--- config.mk ---
export PLATFORM = sky130hd
export DESIGN_NAME = sample_stats_longest_run_unit
export DESIGN_NICKNAME = d
export VERILOG_FILES = /design/src/rtl/sslr_pkg.sv /design/src/rtl/sample_stats_longest_run_unit.sv /design/src/rtl/sslr_alu.sv /design/src/rtl/sslr_csr.sv /design/src/rtl/sslr_core.sv
export VERILOG_INCLUDE_DIRS = /design/src /design/src/rtl
export SDC_FILE = /design/constraint.sdc
export NUM_CORES = 1
export LEC_CHECK = 0
export BUFFER_PORTS_ARGS = -buffer_cell sky130_fd_sc_hd__buf_2
export CELL_PAD_IN_SITES_DETAIL_PLACEMENT = 1
export CELL_PAD_IN_SITES_GLOBAL_PLACEMENT = 2
export CORE_ASPECT_RATIO = 0.8
export CORE_MARGIN = 4
export CORE_UTILIZATION = 41
export DETAILED_ROUTE_END_ITERATION = 10
export GPL_ROUTABILITY_DRIVEN = 0
export PLACE_DENSITY_LB_ADDON = 0.12
export SLEW_MARGIN = 5
export SYNTH_ARGS = -nofsm -noshare
export SYNTH_HDL_FRONTEND = slang
export SYNTH_SLANG_ARGS = --single-unit
--- constraint.sdc ---
create_clock -name clock -period 8.19 [get_ports clock]
set_input_delay 0.4095 -clock clock [delete_from_list [all_inputs] [get_ports clock]]
set_output_delay 0.4095 -clock clock [all_outputs]
set_load 0.02 [all_outputs]
--- src/rtl/sample_stats_longest_run_unit_assert.svh ---
// Assertion macros shared by the sample statistics RTL.
// Needs nothing else; files that check their own logic include it.
`ifndef SAMPLE_STATS_LONGEST_RUN_UNIT_ASSERT_SVH
`define SAMPLE_STATS_LONGEST_RUN_UNIT_ASSERT_SVH

// A condition that holds at every clock edge outside reset.
`define SSLR_ASSERT_ALWAYS(label, clk, rst, cond, msg) \
   label: assert property (@(posedge clk) disable iff (rst) (cond)) else $error(msg);

// A condition that must hold in the same cycle as its trigger.
`define SSLR_ASSERT_IMPLY(label, clk, rst, pre, post, msg) \
   label: assert property (@(posedge clk) disable iff (rst) (pre) |-> (post)) else $error(msg);

// A condition that must hold in the cycle after its trigger.
`define SSLR_ASSERT_NEXT(label, clk, rst, pre, post, msg) \
   label: assert property (@(posedge clk) disable iff (rst) (pre) |=> (post)) else $error(msg);

`endif

--- src/rtl/sslr_pkg.sv ---
// Shared types and constants of the sample statistics block.
// No dependencies; imported by the ALU, the register file, the core and the top level.
package sslr_pkg;

   localparam int SAMPLE_FIELD_W = 16;
   localparam int RSP_TDATA_W    = 72;
   localparam int CSR_ADDR_W     = 3;
   localparam int CSR_DATA_W     = 32;

   localparam logic [15:0] THRESHOLD_RESET = 16'd500;

   // Register index, taken from the word address bits of paddr.
   localparam logic [CSR_ADDR_W-3:0] REG_RUN_THRESHOLD = 1'b0;

   typedef enum logic [0:0] {
      ALU_SUB = 1'b0,
      ALU_ADD = 1'b1
   } alu_op_type;

   typedef struct packed {
      logic [10:0] sample_total;
      logic [9:0]  min_index;
      logic [9:0]  max_index;
      logic [15:0] mean_value;
      logic        run_found;
      logic [9:0]  run_start;
      logic [9:0]  run_end;
      logic        overflowed;
   } rsp_item_type;

endpackage

--- src/rtl/sample_stats_longest_run_unit.sv ---
// Top level of the sample statistics block: stream ports, result register, registers.
// Depends on sslr_pkg, sslr_csr and sslr_core (which uses sslr_alu).

// Each sample is taken while the sequencer is idle and then worked through one shared
// add/subtract unit by a sequencer in the minimum, maximum, threshold and sum steps, with
// run length and run compare steps added when a run above the threshold ends. A sample that
// arrives after the set is full is dropped, but if it is flagged last it still closes the set. The sample flagged
// last adds the run length and compare steps to close an open run, a step to form the dividend and
// min(SAMPLE_BITS,16)+clog2(MAX_SAMPLES+1)+1 divide steps for the mean (28 at the
// defaults), then waits in a done state until the output register takes the result. req_tready is
// high only while the sequencer is idle. A finished result waits in the output register,
// so a new set can start while it is still not taken.
module sample_stats_longest_run_unit #(
   parameter int MAX_SAMPLES = 1024,
   parameter int SAMPLE_BITS = 16
) (
   input  logic                             clock,
   input  logic                             reset,
   // req_tdata: [15:0] sample_value
   input  logic                             req_tvalid,
   output logic                             req_tready,
   input  logic [15:0]                      req_tdata,
   input  logic                             req_tlast,
   // rsp_tdata: [10:0] sample_total, [20:11] min_index, [30:21] max_index,
   // [46:31] mean_value, [47] run_found, [57:48] run_start, [67:58] run_end,
   // [68] overflowed, [71:69] zero
   output logic                             rsp_tvalid,
   input  logic                             rsp_tready,
   output logic [sslr_pkg::RSP_TDATA_W-1:0] rsp_tdata,
   input  logic                             csr_psel,
   input  logic                             csr_penable,
   input  logic                             csr_pwrite,
   input  logic [sslr_pkg::CSR_ADDR_W-1:0]  csr_paddr,
   input  logic [sslr_pkg::CSR_DATA_W-1:0]  csr_pwdata,
   output logic [sslr_pkg::CSR_DATA_W-1:0]  csr_prdata,
   output logic                             csr_pready
);
   import sslr_pkg::*;

   logic [15:0]            run_threshold;
   logic                   result_valid;
   logic                   result_ready;
   rsp_item_type           result_item;
   logic                   rsp_valid_ff, rsp_valid_in;
   logic [RSP_TDATA_W-1:0] rsp_data_ff, rsp_data_in;

   sslr_csr u_csr (
      .clock         (clock),
      .reset         (reset),
      .csr_psel      (csr_psel),
      .csr_penable   (csr_penable),
      .csr_pwrite    (csr_pwrite),
      .csr_paddr     (csr_paddr),
      .csr_pwdata    (csr_pwdata),
      .csr_prdata    (csr_prdata),
      .csr_pready    (csr_pready),
      .run_threshold (run_threshold)
   );

   sslr_core #(
      .MAX_SAMPLES (MAX_SAMPLES),
      .SAMPLE_BITS (SAMPLE_BITS)
   ) u_core (
      .clock         (clock),
      .reset         (reset),
      .item_valid    (req_tvalid),
      .item_ready    (req_tready),
      .item_sample   (req_tdata),
      .item_last     (req_tlast),
      .run_threshold (run_threshold),
      .result_valid  (result_valid),
      .result_ready  (result_ready),
      .result_item   (result_item)
   );

   // The result register takes a new result when empty or when its transfer completes.
   assign result_ready = !rsp_valid_ff || rsp_tready;

   always_comb begin
      rsp_valid_in = rsp_valid_ff;
      rsp_data_in  = rsp_data_ff;
      if (rsp_valid_ff && rsp_tready) begin
         rsp_valid_in = 1'b0;
      end
      if (result_valid && result_ready) begin
         rsp_valid_in = 1'b1;
         rsp_data_in  = {3'b000,
                         result_item.overflowed,
                         result_item.run_end,
                         result_item.run_start,
                         result_item.run_found,
                         result_item.mean_value,
                         result_item.max_index,
                         result_item.min_index,
                         result_item.sample_total};
      end
   end

   always_ff @(posedge clock) begin
      if (reset) begin
         rsp_valid_ff <= 1'b0;
      end else begin
         rsp_valid_ff <= rsp_valid_in;
      end
   end

   always_ff @(posedge clock) begin
      rsp_data_ff <= rsp_data_in;
   end

   assign rsp_tvalid = rsp_valid_ff;
   assign rsp_tdata  = rsp_data_ff;

endmodule

--- src/rtl/sslr_alu.sv ---
// Shared add/subtract unit of the sample statistics core.
// Depends on sslr_pkg for the operation codes.
module sslr_alu #(
   parameter int WIDTH = 17
) (
   input  sslr_pkg::alu_op_type op,
   input  logic [WIDTH-1:0]     operand_a,
   input  logic [WIDTH-1:0]     operand_b,
   output logic [WIDTH-1:0]     result,
   output logic                 borrow
);
   import sslr_pkg::*;

   logic [WIDTH-1:0] b_eff;
   logic             carry_in;
   logic             carry_out;

   // One adder serves both operations; subtraction adds the complement plus one.
   always_comb begin
      unique case (op)
         ALU_ADD: begin
            b_eff    = operand_b;
            carry_in = 1'b0;
         end
         ALU_SUB: begin
            b_eff    = ~operand_b;
            carry_in = 1'b1;
         end
         default: begin
            b_eff    = ~operand_b;
            carry_in = 1'b1;
         end
      endcase
   end

   assign {carry_out, result} = {1'b0, operand_a} + {1'b0, b_eff} + {{WIDTH{1'b0}}, carry_in};

   // For a subtraction a missing carry means operand_a < operand_b.
   assign borrow = (op == ALU_SUB) && !carry_out;

endmodule

--- src/rtl/sslr_csr.sv ---
// Configuration register file of the sample statistics block: the run threshold.
// Depends on sslr_pkg for the address map and the reset value.
module sslr_csr (
   input  logic                             clock,
   input  logic                             reset,
   input  logic                             csr_psel,
   input  logic                             csr_penable,
   input  logic                             csr_pwrite,
   input  logic [sslr_pkg::CSR_ADDR_W-1:0]  csr_paddr,
   input  logic [sslr_pkg::CSR_DATA_W-1:0]  csr_pwdata,
   output logic [sslr_pkg::CSR_DATA_W-1:0]  csr_prdata,
   output logic                             csr_pready,
   output logic [15:0]                      run_threshold
);
   import sslr_pkg::*;

   logic [15:0]           threshold_ff;
   logic [15:0]           threshold_in;
   logic [CSR_ADDR_W-3:0] reg_index;
   logic                  write_now;

   assign csr_pready = 1'b1;
   assign reg_index  = csr_paddr[CSR_ADDR_W-1:2];
   assign write_now  = csr_psel && csr_penable && csr_pwrite && csr_pready;

   always_comb begin
      threshold_in = threshold_ff;
      if (write_now && (reg_index == REG_RUN_THRESHOLD)) begin
         threshold_in = csr_pwdata[15:0];
      end
   end

   always_ff @(posedge clock) begin
      if (reset) begin
         threshold_ff <= THRESHOLD_RESET;
      end else begin
         threshold_ff <= threshold_in;
      end
   end

   always_comb begin
      csr_prdata = '0;
      if (reg_index == REG_RUN_THRESHOLD) begin
         csr_prdata = CSR_DATA_W'(threshold_ff);
      end
   end

   assign run_threshold = threshold_ff;

endmodule

--- src/rtl/sslr_core.sv ---
// Sequencer and set state of the sample statistics block.
// Depends on sslr_pkg, sslr_alu and the assertion macro header.
`include "sample_stats_longest_run_unit_assert.svh"

module sslr_core #(
   parameter int MAX_SAMPLES = 1024,
   parameter int SAMPLE_BITS = 16
) (
   input  logic                  clock,
   input  logic                  reset,
   input  logic                  item_valid,
   output logic                  item_ready,
   input  logic [15:0]           item_sample,
   input  logic                  item_last,
   input  logic [15:0]           run_threshold,
   output logic                  result_valid,
   input  logic                  result_ready,
   output sslr_pkg::rsp_item_type result_item
);
   import sslr_pkg::*;

   localparam int VAL_W  = (SAMPLE_BITS < SAMPLE_FIELD_W) ? SAMPLE_BITS : SAMPLE_FIELD_W;
   localparam int CNT_W  = $clog2(MAX_SAMPLES + 1);
   localparam int IDX_W  = $clog2(MAX_SAMPLES);
   localparam int SUM_W  = VAL_W + CNT_W;
   localparam int NUM_W  = SUM_W + 1;
   localparam int ALU_W  = (SUM_W + 2 > 17) ? SUM_W + 2 : 17;
   localparam int ITER_W = $clog2(NUM_W);
   localparam logic [CNT_W-1:0] FULL_COUNT = CNT_W'(MAX_SAMPLES);

   typedef enum logic [9:0] {
      S_IDLE  = 10'b0000000001,
      S_MIN   = 10'b0000000010,
      S_MAX   = 10'b0000000100,
      S_THR   = 10'b0000001000,
      S_SUM   = 10'b0000010000,
      S_RLEN  = 10'b0000100000,
      S_RCMP  = 10'b0001000000,
      S_DINIT = 10'b0010000000,
      S_DIV   = 10'b0100000000,
      S_DONE  = 10'b1000000000
   } state_type;

   state_type          state_ff, state_in;
   logic [VAL_W-1:0]   sample_ff, sample_in;
   logic               last_ff, last_in;
   logic [CNT_W-1:0]   seen_ff, seen_in;
   logic [VAL_W-1:0]   low_val_ff, low_val_in;
   logic [IDX_W-1:0]   low_pos_ff, low_pos_in;
   logic [VAL_W-1:0]   high_val_ff, high_val_in;
   logic [IDX_W-1:0]   high_pos_ff, high_pos_in;
   logic [SUM_W-1:0]   sum_ff, sum_in;
   logic               in_run_ff, in_run_in;
   logic [IDX_W-1:0]   run_begin_ff, run_begin_in;
   logic [CNT_W-1:0]   best_len_ff, best_len_in;
   logic [IDX_W-1:0]   best_begin_ff, best_begin_in;
   logic [IDX_W-1:0]   best_finish_ff, best_finish_in;
   logic               ovf_ff, ovf_in;
   logic [CNT_W-1:0]   close_end_ff, close_end_in;
   logic               at_end_ff, at_end_in;
   logic [CNT_W-1:0]   run_len_ff, run_len_in;
   logic [NUM_W-1:0]   num_ff, num_in;
   logic [CNT_W:0]     rem_ff, rem_in;
   logic [ITER_W-1:0]  iter_ff, iter_in;

   alu_op_type         alu_op;
   logic [ALU_W-1:0]   alu_a, alu_b, alu_res;
   logic               alu_borrow;
   logic [IDX_W-1:0]   idx;
   logic [CNT_W-1:0]   close_last;
   logic               first_sample;
   logic               run_found;

   assign idx          = seen_ff[IDX_W-1:0];
   assign close_last   = close_end_ff - CNT_W'(1);
   assign first_sample = (seen_ff == '0);
   assign item_ready   = (state_ff == S_IDLE);
   assign result_valid = (state_ff == S_DONE);

   sslr_alu #(.WIDTH(ALU_W)) u_alu (
      .op        (alu_op),
      .operand_a (alu_a),
      .operand_b (alu_b),
      .result    (alu_res),
      .borrow    (alu_borrow)
   );

   // Operand selection for the shared unit, one use per sequencer step.
   always_comb begin
      alu_op = ALU_SUB;
      alu_a  = '0;
      alu_b  = '0;
      unique case (state_ff)
         S_MIN: begin
            alu_a = ALU_W'(sample_ff);
            alu_b = ALU_W'(low_val_ff);
         end
         S_MAX: begin
            alu_a = ALU_W'(high_val_ff);
            alu_b = ALU_W'(sample_ff);
         end
         S_THR: begin
            alu_a = ALU_W'(run_threshold);
            alu_b = ALU_W'(sample_ff);
         end
         S_SUM: begin
            alu_op = ALU_ADD;
            alu_a  = ALU_W'(sum_ff);
            alu_b  = ALU_W'(sample_ff);
         end
         S_RLEN: begin
            alu_a = ALU_W'(close_end_ff);
            alu_b = ALU_W'(run_begin_ff);
         end
         S_RCMP: begin
            alu_a = ALU_W'(best_len_ff);
            alu_b = ALU_W'(run_len_ff);
         end
         S_DINIT: begin
            alu_op = ALU_ADD;
            alu_a  = ALU_W'({sum_ff, 1'b0});
            alu_b  = ALU_W'(seen_ff);
         end
         S_DIV: begin
            alu_a = ALU_W'({rem_ff, num_ff[NUM_W-1]});
            alu_b = ALU_W'({seen_ff, 1'b0});
         end
         S_IDLE, S_DONE: begin
            alu_a = '0;
            alu_b = '0;
         end
         default: begin
            alu_a = '0;
            alu_b = '0;
         end
      endcase
   end

   always_comb begin
      state_in       = state_ff;
      sample_in      = sample_ff;
      last_in        = last_ff;
      seen_in        = seen_ff;
      low_val_in     = low_val_ff;
      low_pos_in     = low_pos_ff;
      high_val_in    = high_val_ff;
      high_pos_in    = high_pos_ff;
      sum_in         = sum_ff;
      in_run_in      = in_run_ff;
      run_begin_in   = run_begin_ff;
      best_len_in    = best_len_ff;
      best_begin_in  = best_begin_ff;
      best_finish_in = best_finish_ff;
      ovf_in         = ovf_ff;
      close_end_in   = close_end_ff;
      at_end_in      = at_end_ff;
      run_len_in     = run_len_ff;
      num_in         = num_ff;
      rem_in         = rem_ff;
      iter_in        = iter_ff;

      unique case (state_ff)
         S_IDLE: begin
            if (item_valid) begin
               sample_in = item_sample[VAL_W-1:0];
               last_in   = item_last;
               if (seen_ff == FULL_COUNT) begin
                  // The set is full: the sample is dropped, but a last flag still closes it.
                  ovf_in = 1'b1;
                  if (item_last) begin
                     if (in_run_ff) begin
                        close_end_in = seen_ff;
                        at_end_in    = 1'b1;
                        state_in     = S_RLEN;
                     end else begin
                        state_in = S_DINIT;
                     end
                  end
               end else begin
                  state_in = S_MIN;
               end
            end
         end
         S_MIN: begin
            if (first_sample || alu_borrow) begin
               low_val_in = sample_ff;
               low_pos_in = idx;
            end
            state_in = S_MAX;
         end
         S_MAX: begin
            if (first_sample || alu_borrow) begin
               high_val_in = sample_ff;
               high_pos_in = idx;
            end
            state_in = S_THR;
         end
         S_THR: begin
            state_in = S_SUM;
            if (alu_borrow) begin
               if (!in_run_ff) begin
                  in_run_in    = 1'b1;
                  run_begin_in = idx;
               end
            end else if (in_run_ff) begin
               // The run ended at the previous sample.
               close_end_in = seen_ff;
               at_end_in    = 1'b0;
               state_in     = S_RLEN;
            end
         end
         S_SUM: begin
            sum_in  = alu_res[SUM_W-1:0];
            seen_in = seen_ff + CNT_W'(1);
            if (last_ff) begin
               if (in_run_ff) begin
                  close_end_in = seen_ff + CNT_W'(1);
                  at_end_in    = 1'b1;
                  state_in     = S_RLEN;
               end else begin
                  state_in = S_DINIT;
               end
            end else begin
               state_in = S_IDLE;
            end
         end
         S_RLEN: begin
            run_len_in = alu_res[CNT_W-1:0];
            state_in   = S_RCMP;
         end
         S_RCMP: begin
            // Only a strictly longer run replaces the best one.
            if (alu_borrow) begin
               best_len_in    = run_len_ff;
               best_begin_in  = run_begin_ff;
               best_finish_in = close_last[IDX_W-1:0];
            end
            in_run_in = 1'b0;
            state_in  = at_end_ff ? S_DINIT : S_SUM;
         end
         S_DINIT: begin
            // Dividend 2*sum + count over divisor 2*count rounds the mean half up.
            num_in   = alu_res[NUM_W-1:0];
            rem_in   = '0;
            iter_in  = ITER_W'(NUM_W - 1);
            state_in = S_DIV;
         end
         S_DIV: begin
            if (alu_borrow) begin
               rem_in = {rem_ff[CNT_W-1:0], num_ff[NUM_W-1]};
            end else begin
               rem_in = alu_res[CNT_W:0];
            end
            num_in = {num_ff[NUM_W-2:0], !alu_borrow};
            if (iter_ff == '0) begin
               state_in = S_DONE;
            end else begin
               iter_in = iter_ff - ITER_W'(1);
            end
         end
         S_DONE: begin
            if (result_ready) begin
               seen_in        = '0;
               low_val_in     = '0;
               low_pos_in     = '0;
               high_val_in    = '0;
               high_pos_in    = '0;
               sum_in         = '0;
               in_run_in      = 1'b0;
               run_begin_in   = '0;
               best_len_in    = '0;
               best_begin_in  = '0;
               best_finish_in = '0;
               ovf_in         = 1'b0;
               state_in       = S_IDLE;
            end
         end
         default: begin
            state_in = S_IDLE;
         end
      endcase
   end

   always_ff @(posedge clock) begin
      if (reset) begin
         state_ff       <= S_IDLE;
         seen_ff        <= '0;
         low_val_ff     <= '0;
         low_pos_ff     <= '0;
         high_val_ff    <= '0;
         high_pos_ff    <= '0;
         sum_ff         <= '0;
         in_run_ff      <= 1'b0;
         run_begin_ff   <= '0;
         best_len_ff    <= '0;
         best_begin_ff  <= '0;
         best_finish_ff <= '0;
         ovf_ff         <= 1'b0;
      end else begin
         state_ff       <= state_in;
         seen_ff        <= seen_in;
         low_val_ff     <= low_val_in;
         low_pos_ff     <= low_pos_in;
         high_val_ff    <= high_val_in;
         high_pos_ff    <= high_pos_in;
         sum_ff         <= sum_in;
         in_run_ff      <= in_run_in;
         run_begin_ff   <= run_begin_in;
         best_len_ff    <= best_len_in;
         best_begin_ff  <= best_begin_in;
         best_finish_ff <= best_finish_in;
         ovf_ff         <= ovf_in;
      end
   end

   always_ff @(posedge clock) begin
      sample_ff    <= sample_in;
      last_ff      <= last_in;
      close_end_ff <= close_end_in;
      at_end_ff    <= at_end_in;
      run_len_ff   <= run_len_in;
      num_ff       <= num_in;
      rem_ff       <= rem_in;
      iter_ff      <= iter_in;
   end

   assign run_found = (best_len_ff != '0);

   always_comb begin
      result_item.sample_total = 11'(seen_ff);
      result_item.min_index    = 10'(low_pos_ff);
      result_item.max_index    = 10'(high_pos_ff);
      result_item.mean_value   = first_sample ? 16'd0 : 16'(num_ff[VAL_W-1:0]);
      result_item.run_found    = run_found;
      result_item.run_start    = run_found ? 10'(best_begin_ff) : 10'd0;
      result_item.run_end      = run_found ? 10'(best_finish_ff) : 10'd0;
      result_item.overflowed   = ovf_ff;
   end

   `SSLR_ASSERT_ALWAYS(a_count_in_range, clock, reset, seen_ff <= FULL_COUNT, "sample count beyond capacity")
   `SSLR_ASSERT_IMPLY(a_open_run_begins_early, clock, reset, (state_ff == S_IDLE) && in_run_ff, CNT_W'(run_begin_ff) < seen_ff, "open run starts at or after the sample count")
   `SSLR_ASSERT_IMPLY(a_best_run_fits, clock, reset, state_ff == S_IDLE, best_len_ff <= seen_ff, "best run longer than the set")
   `SSLR_ASSERT_IMPLY(a_min_below_max, clock, reset, (state_ff == S_IDLE) && !first_sample, low_val_ff <= high_val_ff, "minimum above maximum")
   `SSLR_ASSERT_NEXT(a_set_cleared, clock, reset, (state_ff == S_DONE) && result_ready, (seen_ff == '0) && !in_run_ff && !ovf_ff, "set state not cleared after a result")

endmodule
**Word level (Yosys, flattened, before mapping)**

Index checks and enable logic that the tools add are counted.

- Equal/unequal tests: 27
- Reductions and logical operators: 38
- Mux-type cells: 67
- Add/sub/neg operators: 5
- Bitwise logic cells: 3

Operator list:

| operator | count |
|---|---|
| $pmux W28 S8 | 1 |
| $mux W10 | 12 |
| $pmux W10 S10 | 1 |
| $pmux W10 S2 | 5 |
| $mux W11 | 9 |
| $pmux W16 S6 | 1 |
| $pmux W16 S2 | 2 |
| $pmux W29 S2 | 1 |
| $pmux W28 S2 | 1 |
| $pmux W27 S2 | 1 |
| $mux W16 | 3 |
| $pmux W11 S2 | 2 |
| $pmux W11 S3 | 1 |
| $add A29 B29 Y30 | 1 |
| $add A30 B1 Y30 | 1 |
| $not A16 Y29 | 1 |
| $mux W27 | 1 |
| $mux W8 | 3 |
| $pmux W12 S2 | 1 |
| $ne A2 B1 Y1 const B | 11 |
| $reduce_bool A2 Y1 | 8 |
| $mux W1 | 14 |
| $reduce_and A7 Y1 | 2 |
| $mux W12 | 1 |
| other kinds (34) | 56 |

- Flip-flop bits (word level): 314
- Input bits: 59
- Output and inout bits: 107

**Longest topological paths before layout**

Gate-level depths: netlist of run 1.

- Word-level depth: 12
- Mapped depth: 21
- Depth with buffers taken out: 17

**By module**

A second synthesis of run 1 with hierarchy kept.

- Cells, all modules: 1,577
- Area total of the unflattened synthesis: 16,034.1 µm²

By module, submodules not included:

| module | instances | area an instance (µm²) | cells an instance |
|---|---|---|---|
| sslr_core | 1 | 10,880.4 | 1,111 |
| sample_stats_longest_run_unit | 1 | 2,153.3 | 78 |
| sslr_alu | 1 | 2,043.2 | 282 |
| sslr_csr | 1 | 957.2 | 106 |

**Worst setup path after synthesis of run 1**

OpenSTA, ideal clock, no wires.

- Path type: register to register
- Start: register u_core.state_ff[2]
- End: register u_core.close_end_ff[0], enable pin
- Slack: 3.078 ns
- Data arrival time: 4.733 ns
- Period minus slack after synthesis: 5.112 ns
- Cell stages (with the launch flop): 20
- Cells stage by stage: dfxtp_1 -> buf_2 -> or4_4 -> nor3_4 -> nor4bb_1 -> clkbuf_1 -> clkbuf_1 -> a22oi_1 -> nand2_1 -> a21oi_1 -> xnor2_1 -> ha_1 -> a21oi_1 -> o21ai_0 -> a311oi_1 -> o21ai_0 -> a31oi_1 -> o21ai_4 -> nor2_1 -> nor2_1

- Word-level cells in the longest chain between the ends: 11
- Elaborated cells on any way between the ends: 30

Ends and longest elaborated chain:

| element | line | text |
|---|---|---|
| start: declaration | sslr_core.sv:44 | `state_type state_ff, state_in;` |
| start signal: assignment | sslr_core.sv:300 | `state_ff <= state_in;` |
| $eq A10 B3 Y1 (tied with other cells) | sslr_core.sv:93 | `unique case (state_ff)` |
| $reduce_or A3 Y1 (no source line) or $reduce_or A2 Y1 (tied branches) | -- |  |
| $pmux W16 S6 or $mux W1 (tied branches) | sslr_core.sv:93 |  |
| $not A16 Y29 or $not A1 Y1 (tied branches) | sslr_alu.sv:26, sslr_alu.sv:20, sslr_alu.sv:39 |  |
| $pmux W29 S2 | sslr_alu.sv:20 | `unique case (op)` |
| $add A29 B29 Y30 | sslr_alu.sv:36 | `assign {carry_out, result} = {1'b0, operand_a} + {1'b0, b_eff} + {{WIDTH{1'b0}}, carry_in};` |
| $add A30 B1 Y30 | sslr_alu.sv:36 |  |
| $logic_not A1 Y1 | sslr_alu.sv:39 | `assign borrow = (op == ALU_SUB) && !carry_out;` |
| $logic_and A1 B1 Y1 | sslr_alu.sv:39 |  |
| $ne A2 B2 Y1 (no source line) | -- |  |
| $reduce_and A7 Y1 (no source line) * | -- |  |
| end signal: assignment | sslr_core.sv:319 | `close_end_ff <= close_end_in;` |
| end: declaration | sslr_core.sv:59 | `logic [CNT_W-1:0] close_end_ff, close_end_in;` |

Mark *: on every way between the ends. The rest lies on a longest branch, timed or not.
A chain may end at the register's enable or synchronous reset.

**Final worst setup path of run 1**

- Start: register u_core.state_ff[5]
- End: register u_core.run_begin_ff[5]

- Word-level cells in the longest chain between the ends: 11
- Elaborated cells on any way between the ends: 28

Ends and longest elaborated chain:

| element | line | text |
|---|---|---|
| $eq A10 B3 Y1 (tied with other cells) | sslr_core.sv:93 |  |
| $reduce_or A3 Y1 (no source line) or $reduce_or A2 Y1 (tied branches) | -- |  |
| $pmux W16 S6 or $mux W1 (tied branches) | sslr_core.sv:93 |  |
| $not A16 Y29 or $not A1 Y1 (tied branches) | sslr_alu.sv:26, sslr_alu.sv:20, sslr_alu.sv:39 |  |
| $pmux W29 S2 | sslr_alu.sv:20 |  |
| $add A29 B29 Y30 | sslr_alu.sv:36 |  |
| $add A30 B1 Y30 | sslr_alu.sv:36 |  |
| $logic_not A1 Y1 | sslr_alu.sv:39 |  |
| $logic_and A1 B1 Y1 | sslr_alu.sv:39 |  |
| $ne A2 B1 Y1 (no source line) | -- |  |
| $reduce_and A4 Y1 (no source line) | -- |  |
| end signal: assignment | sslr_core.sv:308 | `run_begin_ff <= run_begin_in;` |
| end: declaration | sslr_core.sv:54 | `logic [IDX_W-1:0] run_begin_ff, run_begin_in;` |

Parallel ways exist; a longest one is shown, timed or not.

==> results of run 1 <==
worst max-delay path, stage by stage (launching register included):
cell      delay (ps)
dfxtp_1          450
nor4_2           440
and4_1           880
buf_4            330
a222oi_1         120
nand2_1          150
xor2_1            80
ha_1             470
nand4_1          220
o221ai_1         420
a21oi_1          120
nor3_1           470
nor2_4           170
o21ai_4          340
buf_4            360
or3_1            630
mux2i_1          260
layer usage:
layer,vias up,GRT usage,share of wire
li1,5562,-,-
met1,6052,0.362,0.48
met2,426,0.354,0.43
met3,72,0.0454,0.076
met4,0,0.0505,0.018
met5,-,0,0
metrics by stage:
| stage | setup slack, ps | cell area, um2 | hold WS, ps |
|---|---|---|---|
| after global placement | 2340 | 16200 | 416 |
| after floorplan | 3080 | 15200 | 406 |
| after global routing | 1740 | 17200 | 27.2 |
| after detailed placement | 2190 | 16200 | 417 |
| final | 2170 | 17200 | 49.6 |
| after CTS | 2160 | 17200 | 28.1 |
layout make-up:
type                    count  share of cell area
flip-flops and latches    314               0.454
multi-input cells        1039               0.394
clock buffers              53              0.0578
repair buffers            160              0.0513
well taps                 480              0.0349
inverters                  18             0.00399
clock inverters            10             0.00334
kinds of logic after synthesis:
| kind of cell | Yosys count | share of synthesized area |
|---|---|---|
| other | 2 | 0.000495 |
| buffers and inverters | 144 | 0.0451 |
| AO/OA/AOI/OAI | 272 | 0.137 |
| XOR/XNOR | 59 | 0.0345 |
| flip-flops | 314 | 0.516 |
| AND/OR/NAND/NOR | 581 | 0.191 |
| adder cells (fa/ha/maj) | 33 | 0.0277 |
| multiplexers | 74 | 0.0489 |
layout by cell type, fill, tap and decap left out, types with 15 or more instances in the layout:
master,instances
edfxtp_1,154
and2_1,26
nor3b_1,21
nand3_1,51
a21oi_1,60
nor2_1,70
nand2_1,258
o21ai_0,34
clkbuf_16,37
nor2b_1,41
inv_1,17
buf_2,127
nor3_1,25
dfxtp_1,160
a22oi_1,25
a41o_1,24
ha_1,32
buf_4,33
xnor2_1,34
clkbuf_1,15
conb_1,20
a222oi_1,46
xor2_1,24
mux2i_1,73
sequential cells by signal, summed over array words and instances, names as in the netlist, 5 cells and up:
signal                 cells
u_core.sample_ff          16
u_core.low_val_ff         16
u_core.high_val_ff        16
u_core.high_pos_ff        10
u_core.num_ff             28
u_core.rem_ff             12
u_core.low_pos_ff         10
u_core.best_begin_ff      10
u_core.run_begin_ff       10
u_core.best_finish_ff     10
u_core.state_ff           10
u_core.best_len_ff        11
rsp_tdata                 69
u_core.iter_ff             5
u_csr.run_threshold       16
u_core.close_end_ff       11
u_core.seen_ff            11
u_core.sum_ff             27
u_core.run_len_ff         11
final timing paths:
path | to | depth (start not counted) | startpoint | slack, ps
setup reg to reg | u_core.run_begin_ff[5]$_SDFFE_PP0P_ | 16 | u_core.state_ff[5]$_SDFFE_PP0P_ | 2170
hold / removal | u_core.sample_ff[14]$_DFFE_PP_ | 1 | req_tdata[14] | 50
setup / recovery | u_core.run_begin_ff[5]$_SDFFE_PP0P_ | 16 | u_core.state_ff[5]$_SDFFE_PP0P_ | 2170
hold reg to reg | rsp_tdata[12]$_DFFE_PP_ | 0 | u_core.low_pos_ff[1]$_SDFFE_PP0P_ | 430
power by group:
part	internal [mW]	switching, mW
sequential	1.69	0.0264
clock	0.843	0.646
combinational	0.202	0.381
==> qor.txt, run 1 <==
DIE HEIGHT: 180 um
DIE WIDTH: 223 um
Synthesized netlist cell count: 1479
Number of max-cap violations: 0
Data required time at the worst endpoint: 8650 ps
Drc violations: 0
Vias per cell: 5.84
Clock sinks: 314
Headroom to the max-slew limit: 0.269
Std-Cell Rows: 62
Final critical path time including I/O delays and setup: 6020 ps
Portion of the clock cycle consumed by the worst path in the final layout: 0.736
Post-CTS Hold Buffers: 0
Cell count after placement: 2011
Number of global-route vias before repair: 12187
Latest clock arrival within the worst-skew pair: 540 ps
Storage element area: 7830 um2
Core utilization of the finished layout: 0.476
Worst clock skew on the final layout: 22.4 ps
Final hold viol count: 0
Number of synthesized flops with an enable pin: 154
Endpoint arrival time on the critical path: 6490 ps
Unrepaired setup endpoints after global routing: no
GRT overflow: 0
Maximum number of pins on one net before global-route repair: 77
HPWL after detailed placement: 34.2 mm
Leading post-synthesis cells by cell area: edfxtp_1 30%, dfxtp_1 21%, nand2_1 6.4%
CTS clock-pin slew for the worst setup and hold paths: 60 ps
Total wire length after detailed routing: 49.3 mm
Total Nets Final: 1660
Type of element capturing the critical path: register
Actual transition at the worst max-transition pin: 1100 ps
Final TNS setup: 0 ps
Via count of the routed design: 12112
Fraction of layout cells with a size suffix above 1: 0.152
Peak fanout along the critical path: 18
P&R area growth vs syn: 13.5%
Wire length of the first global-routing pass: 75.5 mm
Post-CTS setup buffer count: 0
Layout filler cell count: 4001
Most instantiated library cell after synthesis: nand2_1
Clock root buffer master: clkbuf_16
Status: complete, no violations
Number of antenna violations at the first check in global routing: 1
Clock tree from TritonCTS: done
Number of non-filler instances in the completed layout: 2074
Area of combinational cells with multiple inputs: 6800 um2
Number of port buffers: 127
Dominant register cell in the synthesized netlist: dfxtp_1
GRT Overall Usage: 0.238
Total count of max-transition violations in the final report: 0
Count of warnings emitted by yosys: 0
Top cell type's share of synthesized area: 0.305
Initial standard-cell utilization of the core: 0.419
Share of flip-flops with an asynchronous set or reset after synthesis: 0
Router iterations before antenna repair: 9
Total Die Area: 40200 um2
Average instance area after synthesis: 10.3 um2
# setup viols final: 0
Top-level I/O count: 166
Cell accounting for the most synthesized area: edfxtp_1
Sequential area share after synthesis: 0.516
Worst VDD drop: 0.161 mV
Starting DRC count in detailed routing: 1357
Average detailed-routed wire length per instance: 23.8 um
Core ar.: 36200 um2
Count of unique library cells instantiated by Yosys: 83
Total clock buffers created by CTS: 35
Min-delay worst type: input pin to register
Cell area power density: 220 nW/um2
ANT nets after route: 0
Post-synthesis instance area: 15200 um2
Static leakage: 7.08 nW
Peak Freq: 166 MHz
Maximum clock insertion buffer count: 3
Worst setup SP type: register
Leading cell types by count after synthesis: 258 x nand2_1, 160 x dfxtp_1, 154 x edfxtp_1
PostCTS Resize Cnt: 0
CTS H-tree lvls: 2
Total power: 3.78 mW
Register bit total from synthesis: 314
Number of antenna repair diodes: 0
Critical path start-end classification: register to register
No activity file was read; power rests on OpenSTA's default activity.
==> run 2: changes to the inputs <==
- CORE_UTILIZATION: 41 -> 38
- clock period: 8.19 -> 6.31 ns (I/O delays scaled with it)
==> run 2 against run 1 <==
Flip-flop and latch count unchanged. Final cell count increased by 4.2%. Largest power group unchanged. Clock power increased by 34%. Sequential share of layout area decreased by 1.2 points. Critical path type unchanged. Utilization decreased by 2.7 points. Final area increased by 2.7%.
==> qor.txt, run 2 (synthesis results as in run 1) <==
Status: complete, no violations (unchanged)
Most frequent standard cell in the layout excluding fill and tap cells: nand2_1 (unchanged)
Vias per cell: 5.64 (was 5.84)
Number of max-cap violations: 0 (unchanged)
Core ar.: 39400 um2 (was 36200 um2)
Total Die Area: 43200 um2 (was 40200 um2)
Sequential cell fraction of total power: 0.443 (was 0.453)
Data required time at the worst endpoint: 6760 ps (was 8650 ps)
Total Nets Final: 1690 (was 1660)
Max reg flops: 69 (unchanged)
Final TNS setup: 0 ps (unchanged)
Total wire length after detailed routing: 50.7 mm (was 49.3 mm)
Clock tree from TritonCTS: done (unchanged)
Net switching power figure: 1.38 mW (was 1.05 mW)
Number of global-route vias before repair: 12553 (was 12187)
Hold Path Origin: csr_pwdata[14] (was req_tdata[14])
Worst VDD drop: 0.150 mV (was 0.161 mV)
Gate power share: 0.157 (was 0.154)
Average detailed-routed wire length per instance: 23.4 um (was 23.8 um)
Router iterations before antenna repair: 8 (was 9)
Flop-to-flop setup slack: 820 ps (was 2170 ps)
Design internal power: 3.63 mW (was 2.73 mW)
Core utilization of the finished layout: 0.449 (was 0.476)
Starting DRC count in detailed routing: 1202 (was 1357)
Peak Freq: 182 MHz (was 166 MHz)
Worst r2r path cells: 16 (unchanged)
End point of the worst hold path: u_csr.run_threshold[14]$_SDFFE_PP0P_ (was u_core.sample_ff[14]$_DFFE_PP_)
Peak fanout along the critical path: 21 (was 18)
Unrepaired setup endpoints after global routing: no (unchanged)
Portion of the clock cycle consumed by the worst path in the final layout: 0.870 (was 0.736)
Worst reg2reg endpoint: u_core.run_begin_ff[0]$_SDFFE_PP0P_ (was u_core.run_begin_ff[5]$_SDFFE_PP0P_)
Maximum number of pins on one net before global-route repair: 69 (was 77)
Cell area power density: 283 nW/um2 (was 220 nW/um2)
DIE HEIGHT: 187 um (was 180 um)
Instance count along the most critical hold path: 3 (was 1)
Maximum clock insertion buffer count: 3 (unchanged)
Clock sinks: 314 (unchanged)
CTS clock-pin slew for the worst setup and hold paths: 60 ps (about the same)
Post-CTS setup buffer count: 0 (unchanged)
Static leakage: 7.26 nW (was 7.08 nW)
Clock root buffer master: clkbuf_16 (unchanged)
Number of port buffers: 127 (unchanged)
Number of antenna violations at the first check in global routing: 1 (unchanged)
ANT nets after route: 0 (unchanged)
Top library cells by usage in the layout, fill and taps aside: 258 x nand2_1, 160 x dfxtp_1, 154 x edfxtp_1 (unchanged)
Initial standard-cell utilization of the core: 0.385 (was 0.419)
Min-delay worst type: input pin to register (unchanged)
Type of element capturing the critical path: register (unchanged)
Latest clock arrival within the worst-skew pair: 530 ps (was 540 ps)
Worst clock skew on the final layout: 21.6 ps (was 22.4 ps)
Actual transition at the worst max-transition pin: 1060 ps (was 1100 ps)
HPWL after detailed placement: 35.2 mm (was 34.2 mm)
Power share of the clock group: 0.400 (was 0.394)
Switching portion of total power: 0.276 (was 0.278)
Endpoint arrival time on the critical path: 5940 ps (was 6490 ps)
PostCTS Resize Cnt: 0 (unchanged)
Wire length of the first global-routing pass: 78.0 mm (was 75.5 mm)
Via count of the routed design: 12179 (was 12112)
GRT Overall Usage: 0.231 (was 0.238)
GRT overflow: 0 (unchanged)
Fraction of layout cells with a size suffix above 1: 0.156 (was 0.152)
Top-level I/O count: 166 (unchanged)
Final hold viol count: 0 (unchanged)
Headroom to the max-slew limit: 0.292 (was 0.269)
Drc violations: 0 (unchanged)
Std-Cell Rows: 65 (was 62)
Critical path start-end classification: register to register (unchanged)
Post-CTS Hold Buffers: 23 (was 0)
Final critical path time including I/O delays and setup: 5490 ps (was 6020 ps)
CTS H-tree lvls: 2 (unchanged)
P&R area growth vs syn: 16.6% (was 13.5%)
Total clock buffers created by CTS: 36 (was 35)
Total count of max-transition violations in the final report: 0 (unchanged)
Worst setup SP type: register (unchanged)
# setup viols final: 0 (unchanged)
DIE WIDTH: 231 um (was 223 um)
Reg2Reg Launch Point: u_core.state_ff[1]$_SDFFE_PP0P_ (was u_core.state_ff[5]$_SDFFE_PP0P_)
Layout filler cell count: 4333 (was 4001)
==> run 2: worst max path at each step <==
stage,start,endpoint,slack [ps],cells past startpoint
after global placement,u_core.state_ff[0]$_SDFFE_PP1P_,u_core.run_begin_ff[9]$_SDFFE_PP0P_,910,17
final,u_core.state_ff[1]$_SDFFE_PP0P_,u_core.run_begin_ff[0]$_SDFFE_PP0P_,820,16
after CTS,u_core.state_ff[1]$_SDFFE_PP0P_,u_core.run_begin_ff[0]$_SDFFE_PP0P_,830,16
after global routing,u_core.state_ff[0]$_SDFFE_PP1P_,u_core.run_begin_ff[7]$_SDFFE_PP0P_,450,16
after detailed placement,u_core.state_ff[1]$_SDFFE_PP0P_,u_core.high_pos_ff[6]$_SDFFE_PP0P_,850,19
after floorplan,u_core.state_ff[2]$_SDFFE_PP0P_,u_core.close_end_ff[0]$_DFFE_PP_,1200,19
==> run 2: metal layers <==
layer,share of wire,GRT usage,vias up
met5,0,0,-
met4,0.015,0.0418,0
met3,0.069,0.0420,52
met2,0.43,0.348,393
met1,0.49,0.350,6103
li1,-,-,5631
==> run 2: metrics by stage <==
step / std cells / worst slack, ps / hold WS [ps] / power (mW) / area, um2
floorplan: 1497 / 1200 / 406 / 2.77 / 15200
global placement: 2073 / 906 / 415 / 3.02 / 16400
detailed placement: 2073 / 852 / 418 / 3.03 / 16400
CTS: 2160 / 828 / 3.57 / 5.06 / 17700
global route: 2160 / 454 / 22.5 / 5.23 / 17700
finish: 2161 / 820 / 32.3 / 5.01 / 17700
==> run 2: critical path: stages, from the launching register on <==
cell      delay [ps]
dfxtp_1          400
or4_4            580
nor3_4           270
nor4bb_4         520
buf_12           240
a222oi_1         110
nand2_1          140
xor2_1            70
ha_1             480
nand4_1          230
o221ai_1         420
a21oi_1          120
nor3_1           490
nor2_4           180
o21ai_4          260
or3_1            610
mux2i_1          270
==> run 2: cell type report <==
| type | instances | area [um2] | area share |
|---|---|---|---|
| well taps | 536 | 671 | 0.0379 |
| clock inverters | 11 | 88.8 | 0.00502 |
| flip-flops and latches | 314 | 7830 | 0.442 |
| clock buffers | 53 | 1020 | 0.0574 |
| diodes | 1 | 2.50 | 0.000141 |
| repair buffers | 189 | 1230 | 0.0697 |
| inverters | 18 | 68.8 | 0.00389 |
| multi-input cells | 1039 | 6790 | 0.384 |
==> run 2: power by group through the flow <==
| stage | registers [mW] | logic [mW] | clock network [mW] |
|---|---|---|---|
| 3_3_place_gp | 2.26 | 0.756 | 0 |
| 4_1_cts | 2.22 | 0.781 | 2.05 |
| 6_report | 2.22 | 0.787 | 2.00 |
| 3_5_place_dp | 2.26 | 0.768 | 0 |
| 2_1_floorplan | 2.25 | 0.519 | 0 |
| 5_1_grt | 2.22 | 0.859 | 2.15 |
